### config.mk
export PLATFORM = sky130hd
export DESIGN_NAME = envelope_adaptive_line_binarizer_top
export DESIGN_NICKNAME = d
export VERILOG_FILES = /design/src/sv/ebl_pkg.sv /design/src/sv/ebl_ram.sv /design/src/sv/ebl_fifo.sv /design/src/sv/ebl_front.sv /design/src/sv/ebl_back.sv /design/src/sv/envelope_adaptive_line_binarizer_top.sv
export SDC_FILE = /design/constraint.sdc
export NUM_CORES = 2
export LEC_CHECK = 0
export BUFFER_PORTS_ARGS = -buffer_cell sky130_fd_sc_hd__buf_4
export CAP_MARGIN = 20
export CORE_AREA = 8 8 437 439
export CTS_CLUSTER_SIZE = 25
export DETAILED_ROUTE_END_ITERATION = 8
export DIE_AREA = 0 0 445 447
export HOLD_SLACK_MARGIN = 0.03
export PLACE_DENSITY_LB_ADDON = 0.2
export SLEW_MARGIN = 20
export SYNTH_ARGS = -nofsm -noshare
export SYNTH_HDL_FRONTEND = slang
export SYNTH_SLANG_ARGS = --single-unit
### constraint.sdc
create_clock -name i_clk -period 13.3 [get_ports i_clk]
set_input_delay 1.995 -clock i_clk [delete_from_list [all_inputs] [get_ports i_clk]]
set_output_delay 1.995 -clock i_clk [all_outputs]
set_load 0.01 [all_outputs]
### src/sv/ebl_pkg.sv
// ----------------------------------------------------------------------------
// ebl_pkg
// Shared types and constants of the envelope adaptive line binarizer.
// ----------------------------------------------------------------------------
`default_nettype none

package ebl_pkg;

    localparam int COL_W     = 12;
    localparam int LEN_W     = 13;
    localparam int PIX_W     = 8;
    localparam int WGT_W     = 7;
    localparam int SUM_W     = 14;
    localparam int PROD_W    = 22;
    localparam int CFG_IDX_W = 1;
    localparam int PIX_DEPTH = 128;
    localparam int PIX_AW    = 7;
    localparam int ENV_DEPTH = 64;
    localparam int ENV_AW    = 6;

    localparam logic [CFG_IDX_W-1:0] CFG_LINE_LENGTH = 1'd0;
    localparam logic [CFG_IDX_W-1:0] CFG_WEIGHT      = 1'd1;

    localparam logic [LEN_W-1:0] LEN_RESET = 13'd2048;
    localparam logic [LEN_W-1:0] LEN_MIN   = 13'd128;
    localparam logic [WGT_W-1:0] WGT_RESET = 7'd70;
    localparam logic [WGT_W-1:0] WGT_MAX   = 7'd100;

    typedef struct packed {
        logic [COL_W-1:0] col;
        logic             last;
        logic [LEN_W-1:0] len;
    } t_job;

    typedef struct packed {
        logic [COL_W-1:0] col;
        logic             above;
        logic             last;
    } t_result;

    typedef struct packed {
        logic done;
        logic last;
    } t_retire;

endpackage

`default_nettype wire

### src/sv/ebl_ram.sv
// ----------------------------------------------------------------------------
// ebl_ram
// Generic simple dual-port RAM, one write port, one registered read port.
// ----------------------------------------------------------------------------
`default_nettype none

module ebl_ram #(
    parameter int WIDTH = 8,
    parameter int DEPTH = 128
) (
    input  wire                     i_clk,
    input  wire                     i_we,
    input  wire [$clog2(DEPTH)-1:0] i_waddr,
    input  wire [WIDTH-1:0]         i_wdata,
    input  wire [$clog2(DEPTH)-1:0] i_raddr,
    output logic [WIDTH-1:0]        o_rdata
);

    logic [WIDTH-1:0] r_mem [DEPTH];

    always_ff @(posedge i_clk) begin
        if (i_we) begin
            r_mem[i_waddr] <= i_wdata;
        end
        o_rdata <= r_mem[i_raddr];
    end

endmodule

`default_nettype wire

### src/sv/ebl_fifo.sv
// ----------------------------------------------------------------------------
// ebl_fifo
// Small register queue with full and empty flags.
// ----------------------------------------------------------------------------
`default_nettype none

module ebl_fifo #(
    parameter int WIDTH = 8,
    parameter int DEPTH = 2
) (
    input  wire              i_clk,
    input  wire              i_rst_n,
    input  wire              i_push,
    input  wire [WIDTH-1:0]  i_data,
    output logic             o_full,
    input  wire              i_pop,
    output logic [WIDTH-1:0] o_data,
    output logic             o_empty
);

    localparam int AW = (DEPTH > 1) ? $clog2(DEPTH) : 1;

    logic [WIDTH-1:0] r_mem [DEPTH];
    logic [AW-1:0]    r_wp, r_rp;
    logic [AW:0]      r_cnt;
    logic             push_ok, pop_ok;

    assign o_full  = (r_cnt == (AW+1)'(DEPTH));
    assign o_empty = (r_cnt == '0);
    assign o_data  = r_mem[r_rp];
    assign push_ok = i_push && !o_full;
    assign pop_ok  = i_pop && !o_empty;

    always_ff @(posedge i_clk) begin
        if (push_ok) begin
            r_mem[r_wp] <= i_data;
        end
    end

    always_ff @(posedge i_clk) begin
        if (!i_rst_n) begin
            r_wp  <= '0;
            r_rp  <= '0;
            r_cnt <= '0;
        end else begin
            if (push_ok) begin
                r_wp <= (r_wp == AW'(DEPTH - 1)) ? '0 : r_wp + 1'b1;
            end
            if (pop_ok) begin
                r_rp <= (r_rp == AW'(DEPTH - 1)) ? '0 : r_rp + 1'b1;
            end
            r_cnt <= r_cnt + (AW+1)'(push_ok) - (AW+1)'(pop_ok);
        end
    end

endmodule

`default_nettype wire

### src/sv/ebl_front.sv
// ----------------------------------------------------------------------------
// ebl_front
// Input side: configuration, pixel store writes, line tracking, job issue.
// ----------------------------------------------------------------------------
`default_nettype none

module ebl_front #(
    parameter int MAX_LINE = 4096
) (
    input  wire                           i_clk,
    input  wire                           i_rst_n,
    input  wire                           i_push,
    output logic                          o_full,
    input  wire [ebl_pkg::PIX_W-1:0]      i_pixel,
    input  wire                           i_cfg_we,
    input  wire [ebl_pkg::CFG_IDX_W-1:0]  i_cfg_idx,
    input  wire [ebl_pkg::LEN_W-1:0]      i_cfg_data,
    output logic                          o_pix_we,
    output logic [ebl_pkg::PIX_AW-1:0]    o_pix_waddr,
    output logic [ebl_pkg::PIX_W-1:0]     o_pix_wdata,
    output logic                          o_job_push,
    output ebl_pkg::t_job                 o_job,
    input  ebl_pkg::t_retire              i_retire,
    output logic [ebl_pkg::WGT_W-1:0]     o_weight
);

    import ebl_pkg::*;

    logic [LEN_W-1:0] r_line_length, r_cur_len, eff_len, len_now;
    logic [WGT_W-1:0] r_weight;
    logic [COL_W-1:0] r_in_col;
    logic [1:0]       r_outstanding;
    logic             r_last_out;
    logic             accept, last;

    always_comb begin
        eff_len = r_line_length;
        if (r_line_length < LEN_MIN) begin
            eff_len = LEN_MIN;
        end else if (r_line_length > LEN_W'(MAX_LINE)) begin
            eff_len = LEN_W'(MAX_LINE);
        end
    end

    assign len_now  = (r_in_col == '0) ? eff_len : r_cur_len;
    assign last     = ({1'b0, r_in_col} >= (len_now - 1'b1));
    assign o_full   = (r_outstanding == 2'd2) || r_last_out;
    assign accept   = i_push && !o_full;
    assign o_weight = (r_weight > WGT_MAX) ? WGT_MAX : r_weight;

    assign o_pix_we    = accept;
    assign o_pix_waddr = r_in_col[PIX_AW-1:0];
    assign o_pix_wdata = i_pixel;
    assign o_job_push  = accept;
    assign o_job       = '{col: r_in_col, last: last, len: len_now};

    always_ff @(posedge i_clk) begin
        if (!i_rst_n) begin
            r_line_length <= LEN_RESET;
            r_weight      <= WGT_RESET;
            r_cur_len     <= LEN_RESET;
            r_in_col      <= '0;
            r_outstanding <= '0;
            r_last_out    <= 1'b0;
        end else begin
            if (i_cfg_we) begin
                unique case (i_cfg_idx)
                    CFG_LINE_LENGTH: r_line_length <= i_cfg_data;
                    CFG_WEIGHT:      r_weight      <= i_cfg_data[WGT_W-1:0];
                    default: ;
                endcase
            end
            if (accept) begin
                r_cur_len <= len_now;
                r_in_col  <= last ? '0 : r_in_col + 1'b1;
            end
            r_outstanding <= r_outstanding + 2'(accept) - 2'(i_retire.done);
            if (accept && last) begin
                r_last_out <= 1'b1;
            end else if (i_retire.done && i_retire.last) begin
                r_last_out <= 1'b0;
            end
        end
    end

endmodule

`default_nettype wire

### src/sv/ebl_back.sv
// ----------------------------------------------------------------------------
// ebl_back
// Execution side: envelope scans, running envelope sums, threshold decisions.
// ----------------------------------------------------------------------------
`default_nettype none

module ebl_back #(
    parameter int ENV_RADIUS = 30,
    parameter int AVG_RADIUS = 30
) (
    input  wire                         i_clk,
    input  wire                         i_rst_n,
    input  wire                         i_job_empty,
    input  ebl_pkg::t_job               i_job,
    output logic                        o_job_pop,
    output logic [ebl_pkg::PIX_AW-1:0]  o_pix_raddr,
    input  wire [ebl_pkg::PIX_W-1:0]    i_pix_rdata,
    input  wire [ebl_pkg::WGT_W-1:0]    i_weight,
    output logic                        o_res_push,
    output ebl_pkg::t_result            o_res,
    input  wire                         i_res_full,
    output ebl_pkg::t_retire            o_retire
);

    import ebl_pkg::*;

    localparam int WIN_E = 2 * ENV_RADIUS + 1;
    localparam int CNT_W = $clog2(WIN_E + 1);
    localparam logic [LEN_W-1:0] E_R   = LEN_W'(ENV_RADIUS);
    localparam logic [LEN_W-1:0] A_R   = LEN_W'(AVG_RADIUS);
    localparam logic [LEN_W-1:0] A_R2  = LEN_W'(2 * AVG_RADIUS);
    localparam logic [CNT_W-1:0] WIN_C = CNT_W'(WIN_E);
    localparam logic [PROD_W-1:0] LHS_K = PROD_W'(100 * (2 * AVG_RADIUS + 1));

    typedef enum logic [6:0] {
        S_IDLE     = 7'b0000001,
        S_CHECK    = 7'b0000010,
        S_ENV      = 7'b0000100,
        S_ENV_DONE = 7'b0001000,
        S_DEC_RD   = 7'b0010000,
        S_DEC_MUL  = 7'b0100000,
        S_DEC_OUT  = 7'b1000000
    } t_state;

    t_state            r_state;
    t_job              r_job;
    logic [COL_W-1:0]  r_out_col, r_cc, r_k, r_p;
    logic [SUM_W-1:0]  r_su, r_sl;
    logic              r_init, r_rd_vld;
    logic [CNT_W-1:0]  r_issued, r_got;
    logic [PIX_W-1:0]  r_hi, r_lo;
    logic [PROD_W-1:0] r_lhs, r_m1, r_m2;

    logic [LEN_W-1:0]     len, col_x, cc_x, t_x;
    logic                 emit;
    logic [2*PIX_W-1:0]   env_rdata;
    logic                 env_we;
    logic [PIX_W-1:0]     hi_x, lo_x;

    function automatic logic [COL_W-1:0] env_first(input logic [COL_W-1:0] k,
                                                   input logic [LEN_W-1:0] l);
        logic [LEN_W-1:0] kk;
        kk = {1'b0, k};
        if (kk < E_R) begin
            kk = E_R;
        end else if (kk > l - 1'b1 - E_R) begin
            kk = l - 1'b1 - E_R;
        end
        return COL_W'(kk - E_R);
    endfunction

    assign len   = r_job.len;
    assign col_x = {1'b0, r_out_col};

    always_comb begin
        cc_x = col_x;
        if (col_x < A_R) begin
            cc_x = A_R;
        end else if (col_x > len - 1'b1 - A_R) begin
            cc_x = len - 1'b1 - A_R;
        end
        t_x = col_x + A_R;
        if (t_x < A_R2) begin
            t_x = A_R2;
        end
        if (t_x < E_R) begin
            t_x = E_R;
        end
        emit = (col_x < len) &&
               (r_job.last || ({1'b0, t_x} + {1'b0, E_R} <= {2'b0, r_job.col}));
    end

    always_comb begin
        hi_x = r_hi;
        lo_x = r_lo;
        if (r_rd_vld) begin
            if (i_pix_rdata > r_hi) hi_x = i_pix_rdata;
            if (i_pix_rdata < r_lo) lo_x = i_pix_rdata;
        end
    end

    assign o_pix_raddr = (r_state == S_DEC_RD) ? r_out_col[PIX_AW-1:0] : r_p[PIX_AW-1:0];
    assign env_we      = (r_state == S_ENV_DONE);
    assign o_job_pop   = (r_state == S_IDLE) && !i_job_empty;
    assign o_res_push  = (r_state == S_DEC_OUT) && !i_res_full;
    assign o_res       = '{col: r_out_col,
                           above: (r_lhs > (r_m1 + r_m2)),
                           last: (col_x == len - 1'b1)};
    assign o_retire    = '{done: (r_state == S_CHECK) && !emit, last: r_job.last};

    ebl_ram #(
        .WIDTH (2 * PIX_W),
        .DEPTH (ENV_DEPTH)
    ) u_env_ram (
        .i_clk   (i_clk),
        .i_we    (env_we),
        .i_waddr (r_k[ENV_AW-1:0]),
        .i_wdata ({r_hi, r_lo}),
        .i_raddr (ENV_AW'(r_cc - COL_W'(AVG_RADIUS))),
        .o_rdata (env_rdata)
    );

    always_ff @(posedge i_clk) begin
        r_rd_vld <= (r_state == S_ENV) && (r_issued < WIN_C);
        if (r_state == S_DEC_MUL) begin
            r_lhs <= PROD_W'(i_pix_rdata) * LHS_K;
            r_m1  <= PROD_W'(WGT_MAX - i_weight) * PROD_W'(r_su);
            r_m2  <= PROD_W'(i_weight) * PROD_W'(r_sl);
        end
    end

    always_ff @(posedge i_clk) begin
        if (!i_rst_n) begin
            r_state   <= S_IDLE;
            r_out_col <= '0;
            r_job     <= '0;
            r_cc      <= '0;
            r_k       <= '0;
            r_p       <= '0;
            r_su      <= '0;
            r_sl      <= '0;
            r_init    <= 1'b0;
            r_issued  <= '0;
            r_got     <= '0;
            r_hi      <= '0;
            r_lo      <= '1;
        end else begin
            unique case (r_state)
                S_IDLE: begin
                    if (!i_job_empty) begin
                        r_job   <= i_job;
                        r_state <= S_CHECK;
                    end
                end
                S_CHECK: begin
                    r_issued <= '0;
                    r_got    <= '0;
                    r_hi     <= '0;
                    r_lo     <= '1;
                    if (!emit) begin
                        if (r_job.last) r_out_col <= '0;
                        r_state <= S_IDLE;
                    end else if (r_out_col == '0) begin
                        r_init  <= 1'b1;
                        r_k     <= '0;
                        r_p     <= env_first('0, len);
                        r_su    <= '0;
                        r_sl    <= '0;
                        r_state <= S_ENV;
                    end else if (COL_W'(cc_x) != r_cc) begin
                        r_init  <= 1'b0;
                        r_k     <= r_cc + COL_W'(AVG_RADIUS) + 1'b1;
                        r_p     <= env_first(r_cc + COL_W'(AVG_RADIUS) + 1'b1, len);
                        r_state <= S_ENV;
                    end else begin
                        r_state <= S_DEC_RD;
                    end
                end
                S_ENV: begin
                    if (r_issued < WIN_C) begin
                        r_p      <= r_p + 1'b1;
                        r_issued <= r_issued + 1'b1;
                    end
                    r_hi <= hi_x;
                    r_lo <= lo_x;
                    if (r_rd_vld) begin
                        r_got <= r_got + 1'b1;
                        if (r_got == WIN_C - 1'b1) r_state <= S_ENV_DONE;
                    end
                end
                S_ENV_DONE: begin
                    r_issued <= '0;
                    r_got    <= '0;
                    r_hi     <= '0;
                    r_lo     <= '1;
                    if (r_init) begin
                        r_su <= r_su + SUM_W'(r_hi);
                        r_sl <= r_sl + SUM_W'(r_lo);
                        if (r_k == COL_W'(2 * AVG_RADIUS)) begin
                            r_cc    <= COL_W'(AVG_RADIUS);
                            r_state <= S_DEC_RD;
                        end else begin
                            r_k     <= r_k + 1'b1;
                            r_p     <= env_first(r_k + 1'b1, len);
                            r_state <= S_ENV;
                        end
                    end else begin
                        r_su    <= r_su + SUM_W'(r_hi) - SUM_W'(env_rdata[2*PIX_W-1:PIX_W]);
                        r_sl    <= r_sl + SUM_W'(r_lo) - SUM_W'(env_rdata[PIX_W-1:0]);
                        r_cc    <= r_cc + 1'b1;
                        r_state <= S_DEC_RD;
                    end
                end
                S_DEC_RD: begin
                    r_state <= S_DEC_MUL;
                end
                S_DEC_MUL: begin
                    r_state <= S_DEC_OUT;
                end
                S_DEC_OUT: begin
                    if (!i_res_full) begin
                        r_out_col <= r_out_col + 1'b1;
                        r_state   <= S_CHECK;
                    end
                end
                default: r_state <= S_IDLE;
            endcase
        end
    end

endmodule

`default_nettype wire

### src/sv/envelope_adaptive_line_binarizer_top.sv
// ----------------------------------------------------------------------------
// envelope_adaptive_line_binarizer_top
// Marks each pixel of a scan line above or below a threshold taken from the
// smoothed min/max envelopes of the line.
//
// Input queue: push one pixel while full is low; lines follow back to back.
// Result queue: one item per column, in column order, while empty is low;
// pop takes it. The last pixel of a line flushes all columns still pending.
// Configuration: write line_length (index 0) or weight_min_percent (index 1)
// with i_cfg_we while the block is idle; the line length applies from the
// next line start.
// Work per column: a column that moves the envelope window costs one scan of
// 2*ENV_RADIUS+1 reads of the single pixel RAM read port plus the check and
// decision states; a column near a line edge needs no scan; the first column
// of a line runs 2*AVG_RADIUS+1 scans.
// At most two pixels wait ahead of the back end; after the last pixel of a
// line, input stays full until that line is flushed.
// Reset clears counters and queues and restores the register defaults;
// a stalled result queue holds the back end, which then holds the input.
// ----------------------------------------------------------------------------
`default_nettype none

module envelope_adaptive_line_binarizer_top #(
    parameter int ENV_RADIUS = 30,
    parameter int AVG_RADIUS = 30,
    parameter int MAX_LINE   = 4096
) (
    input  wire                           i_clk,
    input  wire                           i_rst_n,
    input  wire                           push,
    output logic                          full,
    input  wire [ebl_pkg::PIX_W-1:0]      i_pixel,
    input  wire                           i_cfg_we,
    input  wire [ebl_pkg::CFG_IDX_W-1:0]  i_cfg_idx,
    input  wire [ebl_pkg::LEN_W-1:0]      i_cfg_data,
    output logic                          empty,
    input  wire                           pop,
    output logic [ebl_pkg::COL_W-1:0]     o_column,
    output logic                          o_above,
    output logic                          o_last_of_line
);

    import ebl_pkg::*;

    logic              pix_we;
    logic [PIX_AW-1:0] pix_waddr, pix_raddr;
    logic [PIX_W-1:0]  pix_wdata, pix_rdata;
    logic              job_push, job_pop, job_empty;
    t_job              job_in, job_out;
    t_retire           retire;
    logic [WGT_W-1:0]  weight;
    logic              res_push, res_full;
    t_result           res_in, res_out;

    ebl_front #(
        .MAX_LINE (MAX_LINE)
    ) u_front (
        .i_clk       (i_clk),
        .i_rst_n     (i_rst_n),
        .i_push      (push),
        .o_full      (full),
        .i_pixel     (i_pixel),
        .i_cfg_we    (i_cfg_we),
        .i_cfg_idx   (i_cfg_idx),
        .i_cfg_data  (i_cfg_data),
        .o_pix_we    (pix_we),
        .o_pix_waddr (pix_waddr),
        .o_pix_wdata (pix_wdata),
        .o_job_push  (job_push),
        .o_job       (job_in),
        .i_retire    (retire),
        .o_weight    (weight)
    );

    ebl_ram #(
        .WIDTH (PIX_W),
        .DEPTH (PIX_DEPTH)
    ) u_pix_ram (
        .i_clk   (i_clk),
        .i_we    (pix_we),
        .i_waddr (pix_waddr),
        .i_wdata (pix_wdata),
        .i_raddr (pix_raddr),
        .o_rdata (pix_rdata)
    );

    ebl_fifo #(
        .WIDTH ($bits(t_job)),
        .DEPTH (2)
    ) u_job_q (
        .i_clk   (i_clk),
        .i_rst_n (i_rst_n),
        .i_push  (job_push),
        .i_data  (job_in),
        .o_full  (),
        .i_pop   (job_pop),
        .o_data  (job_out),
        .o_empty (job_empty)
    );

    ebl_back #(
        .ENV_RADIUS (ENV_RADIUS),
        .AVG_RADIUS (AVG_RADIUS)
    ) u_back (
        .i_clk       (i_clk),
        .i_rst_n     (i_rst_n),
        .i_job_empty (job_empty),
        .i_job       (job_out),
        .o_job_pop   (job_pop),
        .o_pix_raddr (pix_raddr),
        .i_pix_rdata (pix_rdata),
        .i_weight    (weight),
        .o_res_push  (res_push),
        .o_res       (res_in),
        .i_res_full  (res_full),
        .o_retire    (retire)
    );

    ebl_fifo #(
        .WIDTH ($bits(t_result)),
        .DEPTH (2)
    ) u_res_q (
        .i_clk   (i_clk),
        .i_rst_n (i_rst_n),
        .i_push  (res_push),
        .i_data  (res_in),
        .o_full  (res_full),
        .i_pop   (pop),
        .o_data  (res_out),
        .o_empty (empty)
    );

    assign o_column       = res_out.col;
    assign o_above        = res_out.above;
    assign o_last_of_line = res_out.last;

endmodule

`default_nettype wire
# After elaboration in Yosys (flattened, before gate mapping)

Memories as Yosys holds them, arrays and structs flattened. A register that Yosys moved wholly into a read port is not among the register bits.
Index checks and enable logic that the tools add are counted.

Flip-flop bits (word level): 231
RAM bits: 2,128
Input port bits: 27
Output and inout port bits: 16
Word-level logic and storage cells: 254
Memories: 4

Memories:

| name                   | depth | width | rd ports | clocked after memory_dff | wr ports | line           | RTL |
|---|---|---|---|---|---|---|---|
| u_back.u_env_ram.r_mem | 64    | 16    | 1        | 1                        | 1        | ebl_ram.sv:19  | `logic [WIDTH-1:0] r_mem [DEPTH];` |
| u_pix_ram.r_mem        | 128   | 8     | 1        | 1                        | 1        | ebl_ram.sv:19  |  |
| u_job_q.r_mem          | 2     | 26    | 1        | 1                        | 1        | ebl_fifo.sv:23 | `logic [WIDTH-1:0] r_mem [DEPTH];` |
| u_res_q.r_mem          | 2     | 14    | 1        | 1                        | 1        | ebl_fifo.sv:23 |  |

Add/subtract/negate cells: 34
$mul: 3
Order comparisons: 18
Equality and inequality tests: 29
Muxes and demuxes: 90
Bitwise gates (word level): 2
Reduce and logical (&&, ||, !) cells: 46

Operators with widths:

| kind                                                 | number |
|---|---|
| 2-to-1 mux 12 bit                                    | 36 |
| adder 12 x 1 -> 12 bit (second input constant)       | 6 |
| 2-to-1 mux 13 bit                                    | 5 |
| 2-to-1 mux 14 bit                                    | 4 |
| 2-to-1 mux 7 bit                                     | 8 |
| one-hot mux 14 bit (2 select lines)                  | 2 |
| one-hot mux 7 bit (7 select lines)                   | 1 |
| one-hot mux 12 bit (2 select lines)                  | 2 |
| > comparator 12 x 13 -> 1 bit                        | 3 |
| < comparator 12 x 5 -> 1 bit (second input constant) | 3 |
| one-hot mux 12 bit (3 select lines)                  | 1 |
| subtractor 12 x 5 -> 12 bit (second input constant)  | 3 |
| 2-to-1 mux 8 bit                                     | 4 |
| one-hot mux 8 bit (2 select lines)                   | 2 |
| adder 14 x 8 -> 14 bit                               | 2 |
| subtractor 14 x 8 -> 14 bit                          | 2 |
| subtractor 13 x 1 -> 13 bit (second input constant)  | 2 |
| zero test 12 bit                                     | 2 |
| one-hot mux 6 bit (2 select lines)                   | 2 |
| adder 22 x 21 -> 22 bit                              | 1 |
| > comparator 21 x 22 -> 1 bit                        | 1 |
| multiplier 22 x 14 -> 22 bit                         | 1 |
| multiplier 7 x 14 -> 21 bit                          | 1 |
| multiplier 8 x 11 -> 19 bit (second input constant)  | 1 |
| 52 further kinds                                     | 127 |

# Depth between registers and ports, before layout

Depth after elaboration: 17
Gate-level depth with buffers: 35
Depth with buffers taken out: 33

# Hierarchy

Synthesis repeated with hierarchy kept, for this count alone.

Cell total of the unflattened synthesis: 6,779
Area, all modules: 109,491.3 um2

By module, submodules not included:

| module                     | times used | cells each | area each (um2) | sequential area each (um2) |
|---|---|---|---|---|
| ebl_ram (u_back.u_env_ram) | 1          | 1,820      | 39,978.3        | 31,069.8 |
| ebl_ram (u_pix_ram)        | 1          | 1,635      | 39,665.5        | 30,909.6 |
| ebl_back                   | 1          | 2,757      | 23,233.5        | 4,544.4 |
| ebl_front                  | 1          | 389        | 3,155.5         | 960.9 |
| ebl_fifo (u_job_q)         | 1          | 108        | 2,214.6         | 1,661.6 |
| ebl_fifo (u_res_q)         | 1          | 70         | 1,243.7         | 940.9 |

# Worst setup path after synthesis

Ideal clock, no wire load.

Kind: reg-to-reg
Start point: register u_back.r_state[6]
End point: register u_back.r_state[0]
Library setup time: 124 ps
Data arrival time: 7,397 ps
Required time: 13,176 ps
Setup slack: 5,779 ps
Cell stages (with the launch flop): 5
Buffers on the path: 0
Period minus slack after synthesis: 7,521 ps
Path through: dfxtp_1 -> nor4_1 -> nor4bb_1 -> or4_1 -> nand3_1

Word-level cells in the longest chain between the ends: 3
Elaborated cells on any way between the ends: 13
Classes of those cells: eq/ne (11); mux (1); reduce/logical (1)

Ends and longest elaborated chain:

| what                                                                     | line            | RTL |
|---|---|---|
| start, declared                                                          | ebl_back.sv:45  | `t_state r_state;` |
| start signal, assigned                                                   | ebl_back.sv:134 | `r_state <= S_IDLE;` |
| start signal, assigned                                                   | ebl_back.sv:152 | `r_state <= S_CHECK;` |
| start signal, assigned                                                   | ebl_back.sv:162 | `r_state <= S_IDLE;` |
| == test 7 x 1 -> 1 bit, or another cell as far along                     | ebl_back.sv:148 | `unique case (r_state)` |
| != test 2 bit (no source line) or != test 2 x 1 -> 1 bit (tied branches) | n/a             |  |
| AND reduction 4 bit (no source line)                                     | n/a             |  |

Several ways; a longest one is shown, not always the timed one.
A chain may end at the register's enable or synchronous reset.

# Final worst setup path

Start point: register u_front.r_weight[5]
End point: register u_back.r_m1[20] (data pin)

Word-level cells in the longest chain between the ends: 4

Ends and longest elaborated chain:

| what                           | line            | RTL |
|---|---|---|
| start, declared                | ebl_front.sv:30 | `logic [WGT_W-1:0] r_weight;` |
| start signal, assigned         | ebl_front.sv:69 | `CFG_WEIGHT: r_weight <= i_cfg_data[WGT_W-1:0];` |
| > comparator 7 bit             | ebl_front.sv:49 | `assign o_weight = (r_weight > WGT_MAX) ? WGT_MAX : r_weight;` |
| 2-to-1 mux 7 bit *             | ebl_front.sv:49 |  |
| subtractor 7 x 7 -> 8 bit *    | ebl_back.sv:127 | `r_m1 <= PROD_W'(WGT_MAX - i_weight) * PROD_W'(r_su);` |
| multiplier 22 x 14 -> 22 bit * | ebl_back.sv:127 |  |
| end signal, assigned           | ebl_back.sv:127 |  |
| end, declared                  | ebl_back.sv:52  | `logic [PROD_W-1:0] r_lhs, r_m1, r_m2;` |

Every way passes the cells marked *; elsewhere a longest branch is shown, timed or not.

==> impl_metrics.yaml <==
sta:
  finClkSkew_ps: 45.11
  maxSlewViolCount: 0
  slew_headroom: 0.2441
  rsz0062_at_grt: "false"
  clock.fmax_mhz: 114.9
  timing.hold.ws_ps: 477.5
  min_period_ps: 8703
  final_hold_viol_count: 0
  setup_violations: 0
  fin_crit_sh: 0.6544
  worstMarginPinSlew_ps: 1134
  setup_tns_ps: 0
clock_tree:
  ctsHoldBuffers: 0
  clock_latency_ps: 890
  htree_levels: 4
  tritoncts: "built"
  cts_resized: 0
  clkSlewWorstSetupHoldPaths_ps: 60
  clockBufferDepth: 3
  cts_made_buffers: 231
  cts.sinks: 2405
  root_buffer: "clkbuf_16"
  postCtsSetupRepairBufs: 0
finish:
  nets: 7591
  drive_above_1_share: 0.1733
  fillers: 12566
  area_growth_syn_to_layout_pct: 10.61
  mostFrequentLayoutCells: "edfxtp_1 (2190), mux4_2 (592), nand2_1 (469), nor2_1 (461), inv_1 (403)"
  final_common_cell: "edfxtp_1"
floorplanning:
  die_w_um: 445
  die_y_um: 447
  initial_utilization: 0.5965
  die_area_um2: 198900
  rows: 158
  core_area_um2: 184200
  io_pins: 43
yosys:
  synth-seq-cells: 2405
  syn_area_um2: 109900
  synth_area_leader_cell: "edfxtp_1"
  synthTopCellsByArea: "edfxtp_1 (60%), mux4_2 (12%), dfxtp_1 (3.9%), fa_1 (3.9%), ha_1 (3.7%)"
  synth-edff-count: 2190
  syn_inst: 6895
  synth_cell_types: 88
  ys_seq_area_frac: 0.6376
  avgSynthCellArea_um2: 15.94
  async_flop_share: 0
  yosysWarnings: 0
  synth_top_area_frac: 0.5984
  synth-main-ff-cell: "edfxtp_1"
setup_path:
  startpoint: "u_front.r_weight[5]"
  endpoint_kind: "register"
  reg2reg_to: "u_back.r_m1[20]"
  cp_num_cells: 31
  r2r_slack_ps: 4600
  cp.buffers_inverters: 6
  crit_end: "u_back.r_m1[20]"
  cpLargestDelayFamily: "adder cells"
  crit_arrival_ps: 9310
  max_stage_delay_ps: 820
  critical_path_class: "register to register"
  worst_r2r_startpoint: "u_front.r_weight[5]"
  cpMostUsedCell: "fa_1"
  critical_path.slowest_cell: "nor2b_1"
  crit_path_start_kind: "register"
  path_max_fanout: 21
  r2r_cells: 31
  cp_data_required_time_ps: 13900
power:
  power_leakage_uw: 0.04310
  power_uw: 22050
  seqPwrFrac: 0.403
  p_sw_uw: 6738
  vdd_drop_max_mv: 0.5073
  p_comb_frac: 0.293
  swShare: 0.3056
  power_density_nw_per_um2: 181.4
  pwr-share-clk: 0.304
  cellInternalPower_uw: 15310
place:
  place_congestion: 0.8736
  numPortBuffers: 42
  dp_hpwl_um: 155500
run_status:
  status: "complete, no violations"
global_route:
  gr-total-overflow: 0
  grtUsageTotal: 0.2576
  grt_max_degree: 137
  antenna_found_initial: 2
  first_global_vias: 61972
  grt_pass1_wl_um: 389500
hold_path:
  hold_depth: 2
  hold_path.class: "register to register"
detailed_routing:
  drc: 0
  vias_per_cell: 6.291
  vias: 61107
  finalWirelength_um: 257600
  drtIter0Drc: 5831
  drt_first_pass_iters: 6
  antenna_left: 0
  wl_per_cell_um: 26.51
run:
  drv_cap: 0
[synth_stat cells (88+ instances only)]
library cell  number
fa_1             213
dfxtp_1          215
nor2_1           462
and2_1           144
o21ai_0          108
inv_1            403
mux4_2           592
xnor2_1          169
a211oi_1         145
edfxtp_1        2190
nand2_1          469
nand3_1           88
a21oi_1          196
clkbuf_1         276
ha_1             322
[logic make-up after synthesis]
family | count (synthesis) | share of synthesized area
flip-flops | 2405 | 0.6376
adder cells (fa/ha/maj) | 536 | 0.07555
XOR/XNOR | 252 | 0.02008
other | 2 | 0.00006834
multiplexers | 666 | 0.1283
AO/OA/AOI/OAI | 774 | 0.04707
buffers and inverters | 756 | 0.02647
AND/OR/NAND/NOR | 1504 | 0.06485
[layer usage]
metal  wire length (um)  global-route usage  share of wire  vias to the layer above
met1             103300              0.3546           0.40                    31488
met5                 29                   0        0.00011                        -
met3              18290             0.03853          0.071                      461
met4               9003             0.08589          0.035                        4
li1                   -                   -              -                    26583
met2             126900              0.4285           0.49                     2571
[layout make-up]
cell class,count,area [um2],share of cell area
antenna,2,5.005,0.00004117
clock inverter,157,1804,0.01484
timing repair buffer,212,1688,0.01389
inverter,404,1519,0.01250
clock buffer,279,6043,0.04972
sequential,2405,70090,0.5766
multi-input combinational,3775,37300,0.3068
tap,2480,3103,0.02553
[worst min-delay path by stage]
| stage | startpoint | endpoint | slack, ps |
|---|---|---|---|
| 3_5_place_dp | u_front.r_line_length[9] | u_front.r_line_length[9] | 470 |
| 5_1_grt | u_front.r_line_length[9] | u_front.r_line_length[9] | 500 |
| 2_1_floorplan | u_front.r_cur_len[11] | u_front.r_cur_len[11] | 440 |
| 3_3_place_gp | u_front.r_cur_len[11] | u_front.r_cur_len[11] | 450 |
| 4_1_cts | u_front.r_weight[0] | u_front.r_weight[0] | 480 |
| 6_report | u_front.r_line_length[8] | u_front.r_line_length[8] | 480 |
[power by group through the flow]
stage | clock network (uW) | registers (uW) | logic [uW]
final | 6710 | 8880 | 6460
after global routing | 7080 | 8890 | 7290
after CTS | 6790 | 8880 | 6500
after detailed placement | 0 | 9040 | 6440
after global placement | 0 | 9030 | 6310
after floorplan | 0 | 9020 | 4920
[sequential cells by signal, indices dropped and copies added (netlist names), 12 cells and up, named ones only]
name / count
u_back.u_env_ram.o_rdata: 16
u_job_q.r_mem: 52
u_back.r_cc: 12
u_front.r_line_length: 13
u_back.r_sl: 14
u_back.r_job: 12
u_back.r_lhs: 19
u_back.r_k: 12
u_front.r_in_col: 12
u_pix_ram.r_mem: 1024
u_front.r_cur_len: 13
u_back.r_out_col: 12
u_back.r_m2: 21
u_back.r_m1: 22
u_back.u_env_ram.r_mem: 1024
u_back.r_su: 14
u_back.len: 13
u_res_q.r_mem: 28
[per-stage QoR]
step,setup slack (ps),area (um2),instances,utilization
after CTS,4668,121500,9710,0.6594
final,4597,121600,9714,0.6597
after global placement,4762,113600,9273,0.6168
after floorplan,5779,110000,6936,-
after global routing,4032,121600,9712,0.6597
after detailed placement,4672,113600,9274,0.6168
[worst register-to-register path: cells and delay by family (launching register included)]
kind                       cells  cell delay [ps]
xor gates and xnor gates       1              100
buffers and inverters          6              600
AOI/OAI and AO/OA             10             2030
adders and majority gates      8             3600
and+or+nand+nor                6             1590
DFF                            1              520
Note: power is estimated with default switching activity, not from simulation.
